[src/hw/rtl/gfsr_pkg.sv]
// ----------------------------------------------------------------------------
// gfsr_pkg
// Shared widths, codes, reset values, control structs and the CRC-16 step
// for the gap-framed slave frame receiver.
// ----------------------------------------------------------------------------
package gfsr_pkg;

  localparam int unsigned BUFFER_DEPTH_DEF = 32;
  localparam int unsigned FRAME_CAP        = 32;   // longest frame ever kept

  localparam int unsigned BYTE_W     = 8;
  localparam int unsigned IDX_W      = 5;
  localparam int unsigned LEN_W      = 6;
  localparam int unsigned FAULT_W    = 26;
  localparam int unsigned CFG_IDX_W  = 2;
  localparam int unsigned CFG_DATA_W = 26;

  // configuration register indexes
  localparam logic [CFG_IDX_W-1:0] REG_OWN_ADDR    = 2'd0;
  localparam logic [CFG_IDX_W-1:0] REG_GAP_TICKS   = 2'd1;
  localparam logic [CFG_IDX_W-1:0] REG_FAULT_TICKS = 2'd2;

  localparam logic [BYTE_W-1:0]  OWN_ADDR_RST    = 8'd0;
  localparam logic [BYTE_W-1:0]  GAP_TICKS_RST   = 8'd10;
  localparam logic [FAULT_W-1:0] FAULT_TICKS_RST = 26'd10000;

  localparam logic [15:0]        CRC_INIT      = 16'hFFFF;
  localparam logic [15:0]        CRC_POLY      = 16'hA001;
  localparam logic [BYTE_W-1:0]  MIN_FRAME_LEN = 8'd4;

  localparam logic KIND_TICK = 1'b1;

  typedef enum logic [1:0] {
    STS_NONE    = 2'd0,
    STS_GOOD    = 2'd1,
    STS_CRC_ERR = 2'd2,
    STS_LEN_ERR = 2'd3
  } status_t;

  // controller -> datapath
  typedef struct packed {
    logic accept;
    logic load_single;
    logic load_emit;
  } ctl_cmd_t;

  // datapath -> controller
  typedef struct packed {
    logic good_frame;   // valid in the accept cycle
    logic emit_last;
  } dp_sts_t;

  typedef struct packed {
    status_t           status;
    logic [BYTE_W-1:0] frame_byte;
    logic [IDX_W-1:0]  byte_index;
    logic [BYTE_W-1:0] frame_function;
    logic [LEN_W-1:0]  frame_length;
    logic              last_of_run;
    logic              comm_fault;
  } out_payload_t;

  // one byte of reflected CRC-16
  function automatic logic [15:0] crc16_byte(input logic [15:0] crc_in,
                                             input logic [7:0]  data);
    logic [15:0] c;
    c = crc_in ^ {8'd0, data};
    for (int b = 0; b < 8; b++) begin
      if (c[0]) begin
        c = {1'b0, c[15:1]} ^ CRC_POLY;
      end else begin
        c = {1'b0, c[15:1]};
      end
    end
    return c;
  endfunction

endpackage

[src/hw/rtl/gfsr_in_if.sv]
// ----------------------------------------------------------------------------
// gfsr_in_if
// Input request channel: a received byte or one framing timer tick.
// ----------------------------------------------------------------------------
interface gfsr_in_if;
  logic                          valid;
  logic                          ready;
  logic                          kind;
  logic [gfsr_pkg::BYTE_W-1:0]   rx_byte;

  modport source (output valid, output kind, output rx_byte, input ready);
  modport sink   (input valid, input kind, input rx_byte, output ready);
endinterface

[src/hw/rtl/gfsr_out_if.sv]
// ----------------------------------------------------------------------------
// gfsr_out_if
// Result channel: frame bytes and frame events.
// ----------------------------------------------------------------------------
interface gfsr_out_if;
  logic                          valid;
  logic                          ready;
  logic [1:0]                    status;
  logic [gfsr_pkg::BYTE_W-1:0]   frame_byte;
  logic [gfsr_pkg::IDX_W-1:0]    byte_index;
  logic [gfsr_pkg::BYTE_W-1:0]   frame_function;
  logic [gfsr_pkg::LEN_W-1:0]    frame_length;
  logic                          last_of_run;
  logic                          comm_fault;

  modport source (output valid, output status, output frame_byte, output byte_index,
                  output frame_function, output frame_length, output last_of_run,
                  output comm_fault, input ready);
  modport sink   (input valid, input status, input frame_byte, input byte_index,
                  input frame_function, input frame_length, input last_of_run,
                  input comm_fault, output ready);
endinterface

[src/hw/rtl/gfsr_cfg_if.sv]
// ----------------------------------------------------------------------------
// gfsr_cfg_if
// Configuration write channel: register index and write data.
// ----------------------------------------------------------------------------
interface gfsr_cfg_if;
  logic                              valid;
  logic                              ready;
  logic [gfsr_pkg::CFG_IDX_W-1:0]    reg_index;
  logic [gfsr_pkg::CFG_DATA_W-1:0]   wdata;

  modport source (output valid, output reg_index, output wdata, input ready);
  modport sink   (input valid, input reg_index, input wdata, output ready);
endinterface

[src/hw/rtl/gap_framed_slave_frame_receiver_unit.sv]
// ----------------------------------------------------------------------------
// gap_framed_slave_frame_receiver_unit
// Gap-framed bus slave receiver with CRC-16 check and silence watchdog.
// ----------------------------------------------------------------------------
// Usage:
//  - in_chan carries one request: a received byte (kind 0) or one framing
//    timer tick (kind 1). A run of gap_ticks ticks arms the receiver; the
//    next byte must equal own_address, then come function, length and body.
//  - out_chan returns every result of a request; last_of_run marks the last.
//    A request without a frame event gives one status-0 result that only
//    reports comm_fault. A good frame streams all its bytes (status 1).
//  - cfg_chan writes own_address (0), gap_ticks (1), fault_ticks (2); write
//    only while no request is in flight. Other indexes are ignored.
// Sequencing:
//  - A request is taken in the idle state; a single result is then loaded
//    into the output register once it is free. A good frame of N bytes
//    streams one byte per cycle while out_chan is ready (one frame buffer
//    read per cycle).
//  - The output register parts the channels: one new request is taken while
//    a finished result still waits. A stalled out_chan holds the stream.
// Reset: rst_n (synchronous) restores register defaults and the idle framing
// state; both ready signals are low during reset. The frame buffer is not
// cleared: every byte that is checked or streamed was written by its frame.
// ----------------------------------------------------------------------------
module gap_framed_slave_frame_receiver_unit #(
  parameter int unsigned BUFFER_DEPTH = gfsr_pkg::BUFFER_DEPTH_DEF
) (
  input  logic        clk,
  input  logic        rst_n,
  gfsr_in_if.sink     in_chan,
  gfsr_out_if.source  out_chan,
  gfsr_cfg_if.sink    cfg_chan
);

  gfsr_pkg::ctl_cmd_t     cmd;
  gfsr_pkg::dp_sts_t      sts;
  gfsr_pkg::out_payload_t payload;
  logic                   cfg_we;

  // configuration writes are always taken outside reset
  assign cfg_chan.ready = rst_n;
  assign cfg_we         = cfg_chan.valid && cfg_chan.ready;

  gfsr_ctrl u_ctrl (
    .clk       (clk),
    .rst_n     (rst_n),
    .in_valid  (in_chan.valid),
    .in_ready  (in_chan.ready),
    .out_valid (out_chan.valid),
    .out_ready (out_chan.ready),
    .cmd       (cmd),
    .sts       (sts)
  );

  gfsr_datapath #(
    .BUFFER_DEPTH (BUFFER_DEPTH)
  ) u_datapath (
    .clk         (clk),
    .rst_n       (rst_n),
    .in_kind     (in_chan.kind),
    .in_rx_byte  (in_chan.rx_byte),
    .cfg_we      (cfg_we),
    .cfg_index   (cfg_chan.reg_index),
    .cfg_wdata   (cfg_chan.wdata),
    .cmd         (cmd),
    .sts         (sts),
    .out_payload (payload)
  );

  // result payload fields
  assign out_chan.status         = payload.status;
  assign out_chan.frame_byte     = payload.frame_byte;
  assign out_chan.byte_index     = payload.byte_index;
  assign out_chan.frame_function = payload.frame_function;
  assign out_chan.frame_length   = payload.frame_length;
  assign out_chan.last_of_run    = payload.last_of_run;
  assign out_chan.comm_fault     = payload.comm_fault;

endmodule

[src/hw/rtl/gfsr_datapath.sv]
// ----------------------------------------------------------------------------
// gfsr_datapath
// Framing state, running CRC, frame buffer memory, watchdog and the
// output payload register.
// ----------------------------------------------------------------------------
module gfsr_datapath #(
  parameter int unsigned BUFFER_DEPTH = gfsr_pkg::BUFFER_DEPTH_DEF
) (
  input  logic                              clk,
  input  logic                              rst_n,
  input  logic                              in_kind,
  input  logic [gfsr_pkg::BYTE_W-1:0]       in_rx_byte,
  input  logic                              cfg_we,
  input  logic [gfsr_pkg::CFG_IDX_W-1:0]    cfg_index,
  input  logic [gfsr_pkg::CFG_DATA_W-1:0]   cfg_wdata,
  input  gfsr_pkg::ctl_cmd_t                cmd,
  output gfsr_pkg::dp_sts_t                 sts,
  output gfsr_pkg::out_payload_t            out_payload
);

  localparam int unsigned MEM_DEPTH =
    (BUFFER_DEPTH < gfsr_pkg::FRAME_CAP) ? BUFFER_DEPTH : gfsr_pkg::FRAME_CAP;
  localparam int unsigned AW = $clog2(MEM_DEPTH);
  localparam logic [gfsr_pkg::BYTE_W-1:0] FRAME_LIMIT = 8'(MEM_DEPTH);
  localparam logic [gfsr_pkg::FAULT_W-1:0] SILENCE_MAX = '1;

  typedef enum logic [4:0] {
    PH_GAP  = 5'b00001,
    PH_ADDR = 5'b00010,
    PH_FUNC = 5'b00100,
    PH_LEN  = 5'b01000,
    PH_BODY = 5'b10000
  } rx_phase_t;

  // configuration
  logic [7:0]                     own_addr_r;
  logic [7:0]                     gap_ticks_r;
  logic [gfsr_pkg::FAULT_W-1:0]   fault_ticks_r;

  // framing state
  rx_phase_t                      phase_r, phase_nxt;
  logic [5:0]                     byte_count_r, byte_count_nxt;
  logic [7:0]                     expected_r, expected_nxt;
  logic [7:0]                     func_r, func_nxt;
  logic [7:0]                     gap_r, gap_nxt;
  logic [gfsr_pkg::FAULT_W-1:0]   silence_r, silence_nxt;
  logic                           fault_r, fault_nxt;
  logic [15:0]                    crc_r, crc_nxt;
  logic [7:0]                     prev_r, prev_nxt;
  gfsr_pkg::status_t              ev_status_r, ev_status_nxt;
  logic [5:0]                     emit_cnt_r;

  logic [7:0]                     mem [MEM_DEPTH];
  logic                           mem_we;
  logic [AW-1:0]                  mem_waddr;

  logic [15:0]                    crc_base, crc_upd;
  logic [5:0]                     bc_inc;
  logic [7:0]                     gap_inc;
  logic [gfsr_pkg::FAULT_W-1:0]   sil_inc;
  logic                           body_done;
  logic                           body_crc;
  logic                           crc_match;
  logic                           good_frame;

  assign crc_base  = (phase_r == PH_ADDR) ? gfsr_pkg::CRC_INIT : crc_r;
  assign crc_upd   = gfsr_pkg::crc16_byte(crc_base, in_rx_byte);
  assign bc_inc    = byte_count_r + 6'd1;
  assign gap_inc   = (gap_r == 8'hFF) ? gap_r : gap_r + 8'd1;
  assign sil_inc   = (silence_r == SILENCE_MAX) ? silence_r
                                                : silence_r + 26'd1;
  assign body_done = ({2'b00, bc_inc} >= expected_r);
  // a body byte enters the CRC unless it is one of the two trailing bytes
  assign body_crc  = (({2'b00, byte_count_r} + 8'd2) < expected_r);
  assign crc_match = (prev_r == crc_r[7:0]) && (in_rx_byte == crc_r[15:8]);
  assign good_frame = (in_kind != gfsr_pkg::KIND_TICK) && (phase_r == PH_BODY) &&
                      ({2'b00, byte_count_r} < expected_r) && body_done && crc_match;

  always_comb begin
    phase_nxt      = phase_r;
    byte_count_nxt = byte_count_r;
    expected_nxt   = expected_r;
    func_nxt       = func_r;
    gap_nxt        = gap_r;
    silence_nxt    = silence_r;
    fault_nxt      = fault_r;
    crc_nxt        = crc_r;
    prev_nxt       = prev_r;
    ev_status_nxt  = ev_status_r;
    mem_we         = 1'b0;
    mem_waddr      = byte_count_r[AW-1:0];
    if (cmd.accept) begin
      ev_status_nxt = gfsr_pkg::STS_NONE;
      if (in_kind != gfsr_pkg::KIND_TICK) begin
        gap_nxt = 8'd0;
        case (phase_r)
          PH_ADDR: begin
            if (in_rx_byte == own_addr_r) begin
              mem_we         = 1'b1;
              mem_waddr      = AW'(0);
              byte_count_nxt = 6'd1;
              crc_nxt        = crc_upd;
              prev_nxt       = in_rx_byte;
              phase_nxt      = PH_FUNC;
            end else begin
              phase_nxt = PH_GAP;
            end
          end
          PH_FUNC: begin
            mem_we         = 1'b1;
            mem_waddr      = AW'(1);
            func_nxt       = in_rx_byte;
            byte_count_nxt = 6'd2;
            crc_nxt        = crc_upd;
            prev_nxt       = in_rx_byte;
            phase_nxt      = PH_LEN;
          end
          PH_LEN: begin
            mem_we         = 1'b1;
            mem_waddr      = AW'(2);
            expected_nxt   = in_rx_byte;
            byte_count_nxt = 6'd3;
            prev_nxt       = in_rx_byte;
            if (in_rx_byte > gfsr_pkg::MIN_FRAME_LEN) begin
              crc_nxt = crc_upd;
            end
            if (in_rx_byte < gfsr_pkg::MIN_FRAME_LEN || in_rx_byte > FRAME_LIMIT) begin
              ev_status_nxt = gfsr_pkg::STS_LEN_ERR;
              phase_nxt     = PH_GAP;
            end else begin
              phase_nxt = PH_BODY;
            end
          end
          PH_BODY: begin
            if ({2'b00, byte_count_r} < expected_r) begin
              mem_we         = 1'b1;
              byte_count_nxt = bc_inc;
              prev_nxt       = in_rx_byte;
              if (body_crc) begin
                crc_nxt = crc_upd;
              end
              if (body_done) begin
                phase_nxt = PH_GAP;
                if (crc_match) begin
                  silence_nxt   = '0;
                  ev_status_nxt = gfsr_pkg::STS_GOOD;
                end else begin
                  ev_status_nxt = gfsr_pkg::STS_CRC_ERR;
                end
              end
            end
          end
          default: begin
          end
        endcase
      end else begin
        // framing gap timer
        if (phase_r != PH_ADDR) begin
          gap_nxt = gap_inc;
          if (gap_inc >= gap_ticks_r) begin
            byte_count_nxt = '0;
            expected_nxt   = '0;
            func_nxt       = '0;
            phase_nxt      = PH_ADDR;
          end
        end
        // silence watchdog
        if (!fault_r) begin
          silence_nxt = sil_inc;
          if (sil_inc >= fault_ticks_r) begin
            fault_nxt      = 1'b1;
            byte_count_nxt = '0;
            expected_nxt   = '0;
            func_nxt       = '0;
            gap_nxt        = '0;
            phase_nxt      = PH_GAP;
          end
        end else if (silence_r == '0) begin
          fault_nxt = 1'b0;
        end
      end
    end
  end

  always_ff @(posedge clk) begin
    if (!rst_n) begin
      own_addr_r    <= gfsr_pkg::OWN_ADDR_RST;
      gap_ticks_r   <= gfsr_pkg::GAP_TICKS_RST;
      fault_ticks_r <= gfsr_pkg::FAULT_TICKS_RST;
    end else if (cfg_we) begin
      case (cfg_index)
        gfsr_pkg::REG_OWN_ADDR:    own_addr_r    <= cfg_wdata[7:0];
        gfsr_pkg::REG_GAP_TICKS:   gap_ticks_r   <= cfg_wdata[7:0];
        gfsr_pkg::REG_FAULT_TICKS: fault_ticks_r <= cfg_wdata;
        default: begin
        end
      endcase
    end
  end

  always_ff @(posedge clk) begin
    if (!rst_n) begin
      phase_r      <= PH_GAP;
      byte_count_r <= '0;
      expected_r   <= '0;
      func_r       <= '0;
      gap_r        <= '0;
      silence_r    <= '0;
      fault_r      <= 1'b0;
      ev_status_r  <= gfsr_pkg::STS_NONE;
      emit_cnt_r   <= '0;
    end else begin
      phase_r      <= phase_nxt;
      byte_count_r <= byte_count_nxt;
      expected_r   <= expected_nxt;
      func_r       <= func_nxt;
      gap_r        <= gap_nxt;
      silence_r    <= silence_nxt;
      fault_r      <= fault_nxt;
      ev_status_r  <= ev_status_nxt;
      if (cmd.accept) begin
        emit_cnt_r <= '0;
      end else if (cmd.load_emit) begin
        emit_cnt_r <= emit_cnt_r + 6'd1;
      end
    end
  end

  always_ff @(posedge clk) begin
    crc_r  <= crc_nxt;
    prev_r <= prev_nxt;
  end

  // frame buffer write port
  always_ff @(posedge clk) begin
    if (mem_we) begin
      mem[mem_waddr] <= in_rx_byte;
    end
  end

  assign sts.good_frame = good_frame;
  assign sts.emit_last  = ((emit_cnt_r + 6'd1) == expected_r[5:0]);

  // output payload register; the frame buffer read lands here directly
  always_ff @(posedge clk) begin
    if (cmd.load_emit) begin
      out_payload.status         <= gfsr_pkg::STS_GOOD;
      out_payload.frame_byte     <= mem[emit_cnt_r[AW-1:0]];
      out_payload.byte_index     <= 5'(emit_cnt_r);
      out_payload.frame_function <= func_r;
      out_payload.frame_length   <= expected_r[5:0];
      out_payload.last_of_run    <= sts.emit_last;
      out_payload.comm_fault     <= fault_r;
    end else if (cmd.load_single) begin
      out_payload.status         <= ev_status_r;
      out_payload.frame_byte     <= '0;
      out_payload.byte_index     <= '0;
      out_payload.frame_function <= (ev_status_r != gfsr_pkg::STS_NONE) ? func_r : 8'd0;
      out_payload.frame_length   <= (ev_status_r == gfsr_pkg::STS_CRC_ERR) ?
                                    expected_r[5:0] : 6'd0;
      out_payload.last_of_run    <= 1'b1;
      out_payload.comm_fault     <= fault_r;
    end
  end

  // a watchdog fault always restarts framing
  a_fault_restarts: assert property (@(posedge clk) disable iff (!rst_n)
    $rose(fault_r) |-> (phase_r == PH_GAP && gap_r == 8'd0))
    else $error("fault raised without receiver restart");

  // frame bytes are only streamed for a frame that passed CRC
  a_emit_good_only: assert property (@(posedge clk) disable iff (!rst_n)
    cmd.load_emit |-> (ev_status_r == gfsr_pkg::STS_GOOD))
    else $error("frame byte streamed for a rejected frame");

endmodule

[src/hw/rtl/gfsr_ctrl.sv]
// ----------------------------------------------------------------------------
// gfsr_ctrl
// Request sequencer: accepts one input request, then loads one result or
// streams a good frame into the output register.
// ----------------------------------------------------------------------------
module gfsr_ctrl (
  input  logic                clk,
  input  logic                rst_n,
  input  logic                in_valid,
  output logic                in_ready,
  output logic                out_valid,
  input  logic                out_ready,
  output gfsr_pkg::ctl_cmd_t  cmd,
  input  gfsr_pkg::dp_sts_t   sts
);

  typedef enum logic [2:0] {
    CS_IDLE   = 3'b001,
    CS_SINGLE = 3'b010,
    CS_EMIT   = 3'b100
  } ctl_state_t;

  ctl_state_t state_r, state_nxt;
  logic       out_valid_r, out_valid_nxt;
  logic       out_free;

  assign in_ready  = rst_n && (state_r == CS_IDLE);
  assign out_valid = out_valid_r;
  assign out_free  = !out_valid_r || out_ready;

  always_comb begin
    state_nxt       = state_r;
    out_valid_nxt   = out_valid_r && !out_ready;
    cmd             = '0;
    cmd.accept      = in_valid && in_ready;
    case (state_r)
      CS_IDLE: begin
        if (cmd.accept) begin
          state_nxt = sts.good_frame ? CS_EMIT : CS_SINGLE;
        end
      end
      CS_SINGLE: begin
        if (out_free) begin
          cmd.load_single = 1'b1;
          out_valid_nxt   = 1'b1;
          state_nxt       = CS_IDLE;
        end
      end
      CS_EMIT: begin
        if (out_free) begin
          cmd.load_emit = 1'b1;
          out_valid_nxt = 1'b1;
          if (sts.emit_last) begin
            state_nxt = CS_IDLE;
          end
        end
      end
      default: begin
        state_nxt = CS_IDLE;
      end
    endcase
  end

  always_ff @(posedge clk) begin
    if (!rst_n) begin
      state_r     <= CS_IDLE;
      out_valid_r <= 1'b0;
    end else begin
      state_r     <= state_nxt;
      out_valid_r <= out_valid_nxt;
    end
  end

  a_accept_busy: assert property (@(posedge clk) disable iff (!rst_n)
    cmd.accept |=> (state_r == CS_SINGLE || state_r == CS_EMIT))
    else $error("request accepted but no result pending");

  a_load_valid: assert property (@(posedge clk) disable iff (!rst_n)
    (cmd.load_single || cmd.load_emit) |=> out_valid_r)
    else $error("result loaded but not presented");

  a_emit_done: assert property (@(posedge clk) disable iff (!rst_n)
    (cmd.load_emit && sts.emit_last) |=> (state_r == CS_IDLE))
    else $error("frame stream did not end on its last byte");

endmodule

[src/flat_wrapper.sv]
// flat-port wrapper written by rule: the top's interface ports become plain ports
module gap_framed_slave_frame_receiver_unit_flat 
#(
  parameter int unsigned BUFFER_DEPTH = gfsr_pkg::BUFFER_DEPTH_DEF
)
  (clk, rst_n, in_chan_valid, in_chan_kind, in_chan_rx_byte, in_chan_ready, out_chan_valid, out_chan_status, out_chan_frame_byte, out_chan_byte_index, out_chan_frame_function, out_chan_frame_length, out_chan_last_of_run, out_chan_comm_fault, out_chan_ready, cfg_chan_valid, cfg_chan_reg_index, cfg_chan_wdata, cfg_chan_ready);
  gfsr_in_if in_chan_i ();
  gfsr_out_if out_chan_i ();
  gfsr_cfg_if cfg_chan_i ();
  input  logic clk;
  input  logic rst_n;
  input wire logic [$bits(in_chan_i.valid)-1:0] in_chan_valid;
  input wire logic [$bits(in_chan_i.kind)-1:0] in_chan_kind;
  input wire logic [$bits(in_chan_i.rx_byte)-1:0] in_chan_rx_byte;
  output wire logic [$bits(in_chan_i.ready)-1:0] in_chan_ready;
  output wire logic [$bits(out_chan_i.valid)-1:0] out_chan_valid;
  output wire logic [$bits(out_chan_i.status)-1:0] out_chan_status;
  output wire logic [$bits(out_chan_i.frame_byte)-1:0] out_chan_frame_byte;
  output wire logic [$bits(out_chan_i.byte_index)-1:0] out_chan_byte_index;
  output wire logic [$bits(out_chan_i.frame_function)-1:0] out_chan_frame_function;
  output wire logic [$bits(out_chan_i.frame_length)-1:0] out_chan_frame_length;
  output wire logic [$bits(out_chan_i.last_of_run)-1:0] out_chan_last_of_run;
  output wire logic [$bits(out_chan_i.comm_fault)-1:0] out_chan_comm_fault;
  input wire logic [$bits(out_chan_i.ready)-1:0] out_chan_ready;
  input wire logic [$bits(cfg_chan_i.valid)-1:0] cfg_chan_valid;
  input wire logic [$bits(cfg_chan_i.reg_index)-1:0] cfg_chan_reg_index;
  input wire logic [$bits(cfg_chan_i.wdata)-1:0] cfg_chan_wdata;
  output wire logic [$bits(cfg_chan_i.ready)-1:0] cfg_chan_ready;
  assign in_chan_i.valid = in_chan_valid;
  assign in_chan_i.kind = in_chan_kind;
  assign in_chan_i.rx_byte = in_chan_rx_byte;
  assign in_chan_ready = in_chan_i.ready;
  assign out_chan_valid = out_chan_i.valid;
  assign out_chan_status = out_chan_i.status;
  assign out_chan_frame_byte = out_chan_i.frame_byte;
  assign out_chan_byte_index = out_chan_i.byte_index;
  assign out_chan_frame_function = out_chan_i.frame_function;
  assign out_chan_frame_length = out_chan_i.frame_length;
  assign out_chan_last_of_run = out_chan_i.last_of_run;
  assign out_chan_comm_fault = out_chan_i.comm_fault;
  assign out_chan_i.ready = out_chan_ready;
  assign cfg_chan_i.valid = cfg_chan_valid;
  assign cfg_chan_i.reg_index = cfg_chan_reg_index;
  assign cfg_chan_i.wdata = cfg_chan_wdata;
  assign cfg_chan_ready = cfg_chan_i.ready;
  gap_framed_slave_frame_receiver_unit #(.BUFFER_DEPTH(BUFFER_DEPTH)) u_core (.clk(clk), .rst_n(rst_n), .in_chan(in_chan_i), .out_chan(out_chan_i), .cfg_chan(cfg_chan_i));
endmodule
[config.mk]
export PLATFORM = sky130hd
export DESIGN_NAME = gap_framed_slave_frame_receiver_unit_flat
export DESIGN_NICKNAME = d
export VERILOG_FILES = /design/src/hw/rtl/gfsr_pkg.sv /design/src/hw/rtl/gfsr_in_if.sv /design/src/hw/rtl/gfsr_out_if.sv /design/src/hw/rtl/gfsr_cfg_if.sv /design/src/hw/rtl/gap_framed_slave_frame_receiver_unit.sv /design/src/hw/rtl/gfsr_datapath.sv /design/src/hw/rtl/gfsr_ctrl.sv /design/src/flat_wrapper.sv
export SDC_FILE = /design/constraint.sdc
export NUM_CORES = 1
export LEC_CHECK = 0
export BUFFER_PORTS_ARGS = -buffer_cell sky130_fd_sc_hd__buf_2
export CORE_MARGIN = 3
export CORE_UTILIZATION = 60
export CTS_BUF_LIST = sky130_fd_sc_hd__clkbuf_8
export DETAILED_ROUTE_END_ITERATION = 16
export PLACE_DENSITY = 0.89
export SYNTH_ARGS = -nofsm -noshare
export SYNTH_HDL_FRONTEND = slang
export SYNTH_SLANG_ARGS = --single-unit
[constraint.sdc]
create_clock -name clk -period 4.1 [get_ports clk]
set_input_delay 0.205 -clock clk [delete_from_list [all_inputs] [get_ports clk]]
set_output_delay 0.205 -clock clk [all_outputs]
set_load 0.005 [all_outputs]
==> results.md <==
Status:
- The flow ran to the end, and the final reports show no timing, DRC or antenna violations.

Synthesis:
- Yosys mapped the design onto 80 distinct sky130hd cell types.
- The area share of and/or/nand/nor cells after synthesis is a little under an eighth.
- The portion of synthesized area spent on multiplexers is 9.67%.
- The cell area after synthesis is 0.0198 sq mm.
- The gate count after technology mapping is 1534.
- The synthesized-area fraction occupied by adder cells is approximately 3.7%.
- edfxtp_1 takes more of the synthesized area than any other cell.
- The number of warnings reported in the yosys synthesis log is 0.
- The prevailing post-synth register cell is edfxtp_1.
- Yosys attributes the largest share of cell area to edfxtp_1, dfxtp_1, mux4_2.
- By area, the combinational part of the netlist is dominated by simple AND/OR/NAND/NOR gates.
- Counting flops with a built-in enable in the synthesized netlist gives 309.
- The fraction of synthesized cell area in xor and xnor cells is 4.63%.
- The synthesized net count is 1634.
- The average cell area after synthesis is 12.9 sq um.
- The fraction of synthesized cell area taken by the top area cell type is 46.9%.
- Sequential elements use 59.3% of the synthesized area.
- In this run, synthesis produced a sequential element count of roughly 430.
- Counting flops with an async set or reset pin after synthesis yields a share of 0%.
- The compound-gate portion of the synthesized area is 8.43%.

Min path:
- The number of instances on the worst hold path is 4.
- The worst min-delay path class is input port to flip-flop.

Final layout:
- The final design utilization is 70.1%.
- The post-layout instance count excluding filler cells is 2180.
- In the layout the commonest cells are edfxtp_1, nand2_1, dfxtp_1, nor2_1, a21oi_1.
- The number of nets in the layout is roughly 1800.
- The antenna diode count is 0.
- From synthesis to final layout, the design area changed by 13.4%.
- The share of cells above drive strength 1 is 19.9%.
- The library cell used most frequently in the layout, excluding fill and tap cells, is edfxtp_1.

Pwr:
- The power density relative to cell area is 376 mW/mm^2.
- In this run the static leakage power is 7.83 nW.
- The internal portion of the total power is 0.00653 W.
- The switching power as a share of total power is 22.5%.
- In this run, the combinational gates consume 4.3% of the power.
- The part of the power in registers is 55.9%.
- The maximum vdd ir drop is around 0.26 mV.
- The fraction of power consumed by the clock network is between 30% and 40%.
- The power spent charging and discharging nets is roughly 0.0019 W.

Critical path:
- The critical path goes through nand4_1 -> nor3_2 -> nand4_1 -> a211oi_2 -> buf_4 -> nand3_1 -> xnor2_2 -> ha_1 -> a21oi_1 -> o21ai_0 -> a221oi_1 -> buf_4 -> nand3_1 -> o21a_1 -> o21ai_1 -> a22o_1.
- The category of the critical setup timing path is flip-flop to flip-flop.
- The largest individual stage delay along the critical path comes from the cell o21ai_1.
- The kind of capture point of the worst setup path is a flip-flop.
- For this run, the slowest stage of the critical path takes 0.43 ns.
- The data arrival time of the critical path is 4.41 ns.
- The worst register-to-register path has a depth of 16.
- STA classifies the critical path startpoint as a flip-flop.
- Along the worst path, the maximum fanout reaches 8.
- The worst path required time is 4.62 ns.
- For flop-to-flop paths, the worst setup slack is 0.21 ns.

Placed design:
- The wire-length estimate of the detail-placed layout is 31.9 mm.
- Buffers placed on the I/O ports in this run total 75.
- At the placement stage, the worst setup path has a slack of -0.0131 ns.
- The count of placed standard cells including taps is 2025.
- The congestion estimate from routability-driven global placement came to around 0.90.

Timing:
- On the final layout, the worst clock skew is 0.0346 ns.
- The total of endpoints with negative setup slack in the final report is 0.
- The final count of pins violating max slew is 0.
- The hold violation count in the final report is 0.
- The smallest setup slack after layout is 0.206 ns.
- The final critical path takes up 95.0% of the cycle.
- The transition time of the tightest slew-check pin is approximately 1.2 ns.
- The upper clock frequency limit is 257 MHz.
- The worst hold slack after final layout is between 0.06 and 0.07 ns.
- Setup repair after global routing left no endpoint under its margin.
- In this run the tightest slew margin relative to its limit is 21.9%.
- Subtracting the final worst setup slack from the clock period gives 3.89 ns.

Flow run:
- Max-cap violations in this run came to 0.

Die:
- In this run the vertical extent of the chip is 188 microns.
- Pin placement for this block handled 76 I/O pins.
- The core region is 0.0320 sq mm.
- The width of the die is ~190 microns.
- The floorplan step defined a die boundary enclosing roughly 0.035 sq mm.
- The starting density of the core is about three fifths.
- The number of standard-cell rows in the floorplan is 65.

Route:
- Using the TritonRoute via totals, the vias-per-cell ratio works out to between 6 and 7.
- In this run, the number of DRC markers left after iteration 0 of detailed routing was 1355.
- Dividing the detail-routed wire length by the instance count gives 22.1 microns.
- Once detail routing completed, the nets flagged for antenna violations numbered 0.
- For this run, design rule violations remaining after detail routing come to 0.
- The via count of the routed design is about 13000.
- Summed over all layers, the routed wires come to 48.2 mm.
- The detailed-router iteration count before antenna repair is 5.

Global routing:
- In the global route stage, overall resource usage came out at between 20% and 30%.
- The number of global-route vias before repair was 13500.
- The first global-routing pass estimated 75.7 mm of wire.
- The total overflow reported by the global router is 0.
- The initial antenna violation count is 0.
- Entering global routing, the biggest net connects 65 pins.

Clocking:
- The clock latency at the later pin of the worst-skew pair is 0.61 ns.
- The buffer levels on the longest clock path is 3.
- TritonCTS built the clock tree.
- The number of buffers inserted during clock tree synthesis is 69.
- CTS built an H-tree with a depth of 3.
- The tree is rooted in a clkbuf_8.
- Clock tree synthesis found a total of 432 sinks.
- Clock-pin slew was measured on the worst setup and hold paths at 0.06 ns.
-- worst paths after layout --
path,end,startpoint
hold reg to reg,u_core.u_datapath.fault_ticks_r[16],u_core.u_datapath.fault_ticks_r[16]
setup reg to reg,u_core.u_datapath.gap_r[6],u_core.u_datapath.silence_r[6]
hold / removal,u_core.u_ctrl.out_valid,out_chan_ready
setup / recovery,u_core.u_datapath.gap_r[6],u_core.u_datapath.silence_r[6]
-- kinds of logic after synthesis --
group           Yosys count
compound gates          259
xor+xnor                 98
fa+ha+maj                58
buf+inv                 135
flops                   432
mux                      91
simple gates            461
-- stage by stage --
stage	setup TNS [ns]	power, W	cell area (sq um)
after floorplan	0	0.00500	19800
after global placement	0	0.00512	20800
after detailed placement	-0.0131	0.00513	20800
after CTS	0	0.00847	22400
after global routing	0	0.00873	22500
final	0	0.00843	22500
-- cell type report --
class                           count  area, sq um
Clock inverter                     49          229
Timing Repair Buffer              170         1170
Tap cell                          435          544
Inverter                           52          195
Multi-Input combinational cell    967         7530
Clock buffer                       75         1030
Fill cell                        2091         9590
Sequential cell                   432        11700
-- power groups by stage --
stage / combinational, W / sequential (W) / clock [W]
global placement: 0.000314 / 0.00480 / 0
finish: 0.000360 / 0.00471 / 0.00336
detailed placement: 0.000328 / 0.00480 / 0
CTS: 0.000348 / 0.00471 / 0.00341
floorplan: 0.000197 / 0.00480 / 0
global route: 0.000394 / 0.00471 / 0.00363
-- critical path, delay by kind of cell (launching register included) --
kind	cells	cell delay [ns]
flops	1	0.34
xor+xnor	1	0.17
compound gates	7	1.65
fa+ha+maj	1	0.31
buf+inv	2	0.39
simple gates	5	0.97
-- flip-flops by register name, summed over array words and instances (netlist names), 8 cells and up, named ones only --
register,cells
u_core.u_datapath.gap_ticks_r,8
u_core.u_datapath.mem,256
u_core.u_datapath.own_addr_r,8
u_core.u_datapath.prev_r,8
u_core.u_datapath.fault_ticks_r,26
u_core.u_datapath.expected_r,8
u_core.u_datapath.out_payload,31
u_core.u_datapath.func_r,8
u_core.u_datapath.gap_r,8
u_core.u_datapath.crc_r,16
u_core.u_datapath.silence_r,26
-- synth_stat cells, types with 3 or more instances --
master and n:
a211oi_1 6, a21boi_0 3, a21o_1 8, a21oi_1 94, a22o_1 10, a311oi_1 16
a31oi_1 13, and2_1 27, and3_1 12, and4_1 7, buf_1 6, buf_2 20
buf_4 4, buf_6 4, clkbuf_1 48, dfxtp_1 123, edfxtp_1 309, ha_1 58
inv_1 52, mux2i_1 9, mux4_2 80, nand2_1 158, nand2b_1 12, nand3_1 46
nand4_1 17, nor2_1 105, nor2_2 11, nor2b_1 12, nor3_1 17, nor4_1 10
o211ai_1 13, o21a_1 13, o21ai_0 38, o22a_1 4, o22ai_1 3, o31ai_1 15
or3_1 5, xnor2_1 52, xor2_1 41
-- per-layer routing --
| metal | vias up | wire (microns) | GRT usage (%) |
|---|---|---|---|
| met5 | - | 0 | 0 |
| met4 | 0 | 1630 | 9.99 |
| li1 | 6079 | - | - |
| met3 | 130 | 3400 | 4.60 |
| met1 | 6599 | 18500 | 34.6 |
| met2 | 664 | 24700 | 48.3 |
-- what timing repair did --
| item | CTS | global route |
|---|---|---|
| pin swaps | 0 | 6 |
| resized for setup | 1 | 9 |
| buffers inserted | 0 | 4 |
| setup endpoints to repair | 6 | 32 |
| hold buffers | 27 | 0 |
| hold endpoints to repair | 45 | 0 |
No activity file was read; power rests on OpenSTA's default activity.
